## src/sv/apid_pkg.sv

```systemverilog
package apid_pkg;
    localparam int unsigned W = 32;
    typedef logic signed [W-1:0] t_q;

    localparam logic [1:0] REG_COV_INIT      = 2'd0;
    localparam logic [1:0] REG_FORGET_FACTOR = 2'd1;
    localparam logic [1:0] REG_FILTER_GAIN   = 2'd2;

    localparam logic [30:0] COV_INIT_RST = 31'd6554;
    localparam logic [16:0] FORGET_RST   = 17'd65536;
    localparam t_q          FGAIN_RST    = 32'sd65536;
    localparam t_q          QMAX         = 32'sh7fffffff;
    localparam t_q          QMIN         = -32'sh7fffffff - 32'sd1;

    // saturate a 64-bit signed value to 32 bits
    function automatic t_q sat64(input logic signed [63:0] v);
        t_q r;
        r = v[31:0];
        if (v > 64'sh000000007fffffff) r = QMAX;
        else if (v < -64'sh0000000080000000) r = QMIN;
        return r;
    endfunction

    function automatic t_q qadd(input t_q a, input t_q b);
        logic signed [32:0] s;
        t_q r;
        s = 33'(a) + 33'(b);
        r = s[31:0];
        if (s > 33'sh07fffffff) r = QMAX;
        else if (s < -33'sh080000000) r = QMIN;
        return r;
    endfunction

    function automatic t_q qsub(input t_q a, input t_q b);
        logic signed [32:0] s;
        t_q r;
        s = 33'(a) - 33'(b);
        r = s[31:0];
        if (s > 33'sh07fffffff) r = QMAX;
        else if (s < -33'sh080000000) r = QMIN;
        return r;
    endfunction
endpackage

```

## src/sv/apid_div.sv

```systemverilog
// restoring divider: (a * 2^16) / b, truncated toward zero, saturated
module apid_div
    import apid_pkg::*;
(
    input  logic i_clk,
    input  logic i_rst_n,
    input  logic i_start,
    input  t_q   i_num,
    input  t_q   i_den,
    output logic o_done,
    output t_q   o_quo
);
    logic [47:0] r_dvd;
    logic [47:0] r_quo;
    logic [32:0] r_rem;
    logic [31:0] r_den;
    logic        r_neg;
    logic [5:0]  r_cnt;
    logic        r_busy;
    logic        r_zero;
    logic        r_nsign;
    logic        r_nz;

    logic [47:0] num_mag;
    logic [32:0] trial;
    logic [32:0] sh;
    logic signed [63:0] sq;

    always_comb begin
        num_mag = {(i_num[31] ? 32'(-i_num) : 32'(i_num)), 16'd0};
        sh      = {r_rem[31:0], r_dvd[47]};
        trial   = sh - {1'b0, r_den};
        sq      = r_neg ? -$signed({16'd0, r_quo}) : $signed({16'd0, r_quo});
    end

    always_ff @(posedge i_clk) begin
        if (!i_rst_n) begin
            r_busy <= 1'b0;
            o_done <= 1'b0;
        end else begin
            o_done <= 1'b0;
            if (i_start) begin
                r_dvd   <= num_mag;
                r_rem   <= '0;
                r_quo   <= '0;
                r_den   <= i_den[31] ? 32'(-i_den) : 32'(i_den);
                r_neg   <= i_num[31] ^ i_den[31];
                r_zero  <= (i_den == 0);
                r_nsign <= i_num[31];
                r_nz    <= (i_num != 0);
                r_cnt   <= 6'd48;
                r_busy  <= 1'b1;
            end else if (r_busy) begin
                if (r_cnt != 0) begin
                    r_dvd <= {r_dvd[46:0], 1'b0};
                    if (!trial[32]) begin
                        r_rem <= trial;
                        r_quo <= {r_quo[46:0], 1'b1};
                    end else begin
                        r_rem <= sh;
                        r_quo <= {r_quo[46:0], 1'b0};
                    end
                    r_cnt <= r_cnt - 6'd1;
                end else begin
                    r_busy <= 1'b0;
                    o_done <= 1'b1;
                    if (r_zero) o_quo <= !r_nz ? '0 : (r_nsign ? QMIN : QMAX);
                    else o_quo <= sat64(sq);
                end
            end
        end
    end
endmodule

```

## config.mk

```make
export PLATFORM = sky130hd
export DESIGN_NAME = apid_div
export DESIGN_NICKNAME = d
export VERILOG_FILES = /design/src/sv/apid_pkg.sv /design/src/sv/apid_div.sv
export SDC_FILE = /design/constraint.sdc
export NUM_CORES = 1
export LEC_CHECK = 0
export BUFFER_PORTS_ARGS = -buffer_cell sky130_fd_sc_hd__buf_2
export CORE_MARGIN = 5
export CORE_UTILIZATION = 45
export DETAILED_ROUTE_END_ITERATION = 10
export PLACE_DENSITY = 0.67
export SKIP_LAST_GASP = 1
export SYNTH_ARGS = -nofsm -noshare
export SYNTH_HDL_FRONTEND = slang
export SYNTH_SLANG_ARGS = --single-unit
```

## constraint.sdc

```tcl
create_clock -name i_clk -period 9.2 [get_ports i_clk]
set_input_delay 0.46 -clock i_clk [delete_from_list [all_inputs] [get_ports i_clk]]
set_output_delay 0.46 -clock i_clk [all_outputs]
set_load 0.005 [all_outputs]
```

Yosys cells after proc, flatten, opt, wreduce, memory -nomap -nowiden. Cells that the tools add are included.

Add/subtract/negate cells: 5. Bitwise gates (word level): 5. Reductions and logical operators: 9. Multiplexer cells: 23. $lt $le $gt $ge: 2.

Operators by type and width (number): 32-bit 2-to-1 mux (9); 48-bit 2-to-1 mux (5); 64-bit by 32-bit greater-than comparator with 1-bit output, second input constant (1); 64-bit by 32-bit < comparator with 1-bit output, second input constant (1); 64-bit 2-to-1 mux (1); 32-bit negator (2); 48-bit negator with 64-bit output (1); 33-bit by 32-bit subtractor with 33-bit output (1); 32-bit logical NOT (1); 32-bit nonzero test (1); 31-bit 2-to-1 mux (1); 6-bit 2-to-1 mux (2); 6-bit nonzero test (1); 6-bit by 1-bit subtractor with 6-bit output, second input constant (1); 1-bit 2-to-1 mux (5); 1-bit inverter (4); 4-bit AND reduction (1); 2-bit nonzero test (2); 3-bit AND reduction (1); 3-bit OR reduction (1); 2-bit AND reduction (1); 1-bit XOR (1).

Register bits: 204. Word-level logic and storage cells: 58. Input bits: 67.

Logic depth before layout (Yosys ltp).
Depth in word-level cells: 6. Depth in mapped cells: 15.

Least setup slack after synthesis. OpenSTA, ideal clock, no wires.

Path type: flip-flop to flip-flop. Start point: register r_cnt[0]. End point: register r_cnt[0] (enable). Required time: 8.590 ns. Setup time: 0.610 ns. Stages on the path, launching flop included: 6. Clock period less this slack: 6.634 ns. Data arrival time: 6.025 ns. Path buffers: 0. Setup slack: 2.566 ns. Path through: edfxtp_1 -> inv_1 -> ha_1 -> nand3b_1 -> a21oi_1 -> nor2b_1.

Cells in the longest elaborated chain, start to end: 3.

Ends and longest elaborated chain: start: declaration (RTL line apid_div.sv:18) `logic [5:0] r_cnt;`; start signal: assignment (RTL line apid_div.sv:63) `r_cnt <= r_cnt - 6'd1;`; 6-bit nonzero test (RTL line apid_div.sv:54) `if (r_cnt != 0) begin`; 2-bit nonzero test (no line); 3-bit AND reduction (no line).

Every way passes these cells. A chain may end at the register's enable or synchronous reset.

Worst setup path after layout.
Start point: register r_dvd[47]. End point: register r_rem[15], data pin.

Cells in the longest elaborated chain, start to end: 4.

Ends and longest elaborated chain: start: declaration (RTL line apid_div.sv:13) `logic [47:0] r_dvd;`; start signal: assignment (RTL line apid_div.sv:43) `r_dvd <= num_mag;`; start signal: assignment (RTL line apid_div.sv:55) `r_dvd <= {r_dvd[46:0], 1'b0};`; 33-bit by 32-bit subtractor with 33-bit output (RTL line apid_div.sv:32) `trial = sh - {1'b0, r_den};`; 32-bit 2-to-1 mux (RTL line apid_div.sv:56) `if (!trial[32]) begin`; 32-bit 2-to-1 mux (RTL line apid_div.sv:54); 32-bit 2-to-1 mux (RTL line apid_div.sv:53) `end else if (r_busy) begin`; end signal: assignment (RTL line apid_div.sv:57) `r_rem <= trial;`; end signal: assignment (RTL line apid_div.sv:60) `r_rem <= sh;`; end: declaration (RTL line apid_div.sv:15) `logic [32:0] r_rem;`.

Every way passes these cells. The select of a mux whose other input is x is not followed.

==> summary.md <==
| Metric | Value |
|---|---|
| Status | complete, no violations |
| Asr flop ratio synth | 0% |
| Post-CTS sizing | 0 |
| Final nets | 1282 |
| Detail Route Antenna Nets | 0 |
| Cell depth of the worst flop-to-flop path | 13 |
| CP Class | flop to flop |
| Synth Register Bits | 188 |
| Static Leakage | 4.80 nW |
| Hold WC Path Type | input pin to flop |
| Initial Utilization | 45.5% |
| Post-Route WL | 22300 um |
| Synthesis Warnings | 0 |
| Worst path slowest cell | a211o_1 |
| Syn Nets | 1209 |
| Predominant post-synthesis flop cell | edfxtp_1 |
| Achievable Freq | 229 MHz |
| Power per Cell Area | 181 nW/um^2 |
| Vias in the first global route | 7670 |
| R2r endpoint | r_rem[15] |
| CTS H-Tree Depth | 4 |
| TritonCTS buffer count | 17 |
| DRC | 0 |
| Startpoint types | flop |
| Critical-path cell list | inv_1 -> ha_1 -> fa_1 -> nand2b_1 -> a21oi_1 -> o21bai_1 -> o211a_1 -> o2bb2ai_1 -> a2111oi_0 -> a211o_1 -> buf_4 -> and4b_1 -> a311o_1 |
| Final Hold Viols | 0 |
| Global-route wire length before repair | 37300 um |
| Sum Neg Setup Slack | 0 ns |
| Buf/Inv on CP | 2 |
| CTS tree | done |
| Reg2Reg Setup Slack | 4.83 ns |
| Post-CTS Setup Bufs | 0 |
| Most frequent cells in the layout | 186 x edfxtp_1, 108 x nor2_1, 98 x buf_2 |
| Post-Syn Area per Cell | 10.3 sq um |
| Wire length per cell | 14.6 um |
| Final HPWL DP | 15600 um |
| Row count | 58 |
| CTS Buffer Depth | 2 |
| Largest net degree at the start of global routing | 76 |
| Worst Setup EP | r_rem[15] |
| Die height | 169 um |
| Yosys cell types | 66 |
| Sequential area share after synthesis | 49.4% |
| GR Overflow Total | 0 |
| Maxcap violations | 0 |
| Core footprint | 25000 sq um |
| Final Cycle Share | 47.5% |
| Vias per inst | 5.36 |
| Layout Skew | 0.0118 ns |
| Drt initial violations | 523 |
| Dpl cells | 1488 |
| Post-Syn Area | 11400 sq um |
| CP peak stage delay | 0.68 ns |
| Endpoints failing setup | 0 |
| Fin. max-slew vios | 0 |
| Clk sinks | 188 |
| Startpoint of the worst register-to-register path | r_dvd[47] |
| Via count | 8159 |
| Gpl congestion | 0.842 |
| CP Capture Type | flop |
| Initial antenna violation count | 2 |
| Die W | 169 um |
| Clock tree root buffer cell | clkbuf_16 |
| Final Util | 51.1% |
| Clock period minus worst slack | 4.37 ns |
| Port Buffers | 99 |
| Largest fanout on the critical path | 29 |
| EDFF count, synth | 186 |
| Detailed Routing Iterations Pass 1 | 5 |
| RSZ-0062 raised after global routing | false |
| Syn Inst Count | 1104 |
| Clk_lat worst skew | 0.43 ns |
| Crit-path leading delay family | compound AO/OA/AOI/OAI gates |
| Worst-path clk slew | 0.08 ns |
| Gr usage total | 15.6% |
| CTS Hold Buffers Added | 0 |
| Slew @ Worst Pin | 0.869 ns |
| Maximum VDD drop | 111 uV |
| Finished Layout Cells | 1521 |
| Commonest non-fill, non-tap cell in the layout | edfxtp_1 |
| Area delta synth->final | 12.2% |
| Die ar. | 28600 sq um |
| Top-level port count | 100 |
| CP arrival | 4.56 ns |
| Crit. Startpoint | r_dvd[47] |
| Worst Path Required | 9.38 ns |
| CP Depth | 13 |
| Share of layout cells above drive strength 1 | 14.3% |
| Slew Limit Headroom | 41.3% |
routing by layer:
metal / vias to the layer above / track usage (%) / share of wire (%)
met5: - / 0 / 0.11
met4: 4 / 4.31 / 1.2
met3: 25 / 3.24 / 4.5
met2: 130 / 24.6 / 45
met1: 3824 / 22.1 / 49
li1: 4176 / - / -
metrics by stage:
stage          setup slack (ns)  hold WS [ns]  area (sq um)  total power, W
2_1_floorplan              2.57         0.439         11400         0.00143
3_3_place_gp               4.92         0.479         12100         0.00152
3_5_place_dp               4.83         0.484         12100         0.00153
4_1_cts                    4.81         0.213         12800         0.00234
5_1_grt                    4.48         0.228         12800         0.00244
6_report                   4.83         0.234         12800         0.00232
synthesized netlist by cell type (4+ instances only):
master      n  area share (%)
buf_6       4            0.40
o21a_1     13            0.86
nor3_1     21            0.92
nand2b_1   15            0.82
mux2i_1     7            0.61
edfxtp_1  186              49
or2_2       6            0.33
ha_1       37             4.1
xor2_1     73             5.6
nand2_1    60             2.0
nor2_1    108             3.6
o21ai_2    11            0.85
a211oi_1    6            0.40
nor4_1      8            0.44
inv_1      51             1.7
nor2b_1    50             2.7
and3_1      4            0.22
buf_1       8            0.26
clkbuf_1   36             1.2
and2_1      7            0.38
xnor2_1    57             4.4
o41ai_1    12            0.92
or4_4       4            0.40
o31ai_1    28             1.8
nand4_1    12            0.66
o21bai_1    4            0.26
o21ai_0    76             3.3
nand3_1    14            0.61
or3_1      19             1.0
a21o_1     11            0.72
a21oi_1    79             3.5
or4_1      22             1.4
state kept, by name (all words and copies together) (netlist names):
signal / count
o_done: 1
o_quo: 32
r_busy: 1
r_cnt: 6
r_den: 32
r_dvd: 32
r_neg: 1
r_nsign: 1
r_nz: 1
r_quo: 48
r_rem: 32
r_zero: 1
where the power goes:
part	internal, W	total [W]	switching [W]
logic	0.000191	0.000457	0.000266
registers	0.00102	0.00106	0.0000367
clock network	0.000446	0.000805	0.000359
total	0.00166	0.00232	0.000662
worst reg2reg max path: cells and delay by family (launching register included):
kind | cells | cell delay (ns)
flip-flops | 1 | 0.35
adder cells (fa/ha/maj) | 2 | 0.62
AND/OR/NAND/NOR | 2 | 0.42
buffers and inverters | 2 | 0.49
AO/OA/AOI/OAI | 7 | 2.24
area by class of cell:
cell class / instances / area [sq um]
Clock buffer: 17 / 425
Clock inverter: 15 / 225
Inverter: 51 / 191
Antenna cell: 1 / 2.50
Tap cell: 330 / 413
Sequential cell: 188 / 5630
Timing Repair Buffer: 106 / 551
Multi-Input combinational cell: 813 / 5360
Fill cell: 2263 / 12200
logic make-up after synthesis:
kind of cell,count (synthesis),synth area share (%)
adders and majority gates,38,4.24
xor gates and xnor gates,130,9.99
AOI/OAI and AO/OA,271,15.0
and+or+nand+nor,366,17.0
DFF,188,49.4
buffers and inverters,103,3.74
muxes,8,0.714
worst min path at each step:
stage / slack, ns / cells after the start / to / startpoint
global route: 0.23 / 1 / r_den[0] / i_den[0]
global placement: 0.48 / 2 / o_done / r_busy
detailed placement: 0.48 / 2 / o_done / r_busy
floorplan: 0.44 / 2 / o_done / r_busy
finish: 0.23 / 1 / r_den[0] / i_den[0]
CTS: 0.21 / 1 / r_den[0] / i_den[0]
No activity file was read; power rests on OpenSTA's default activity.
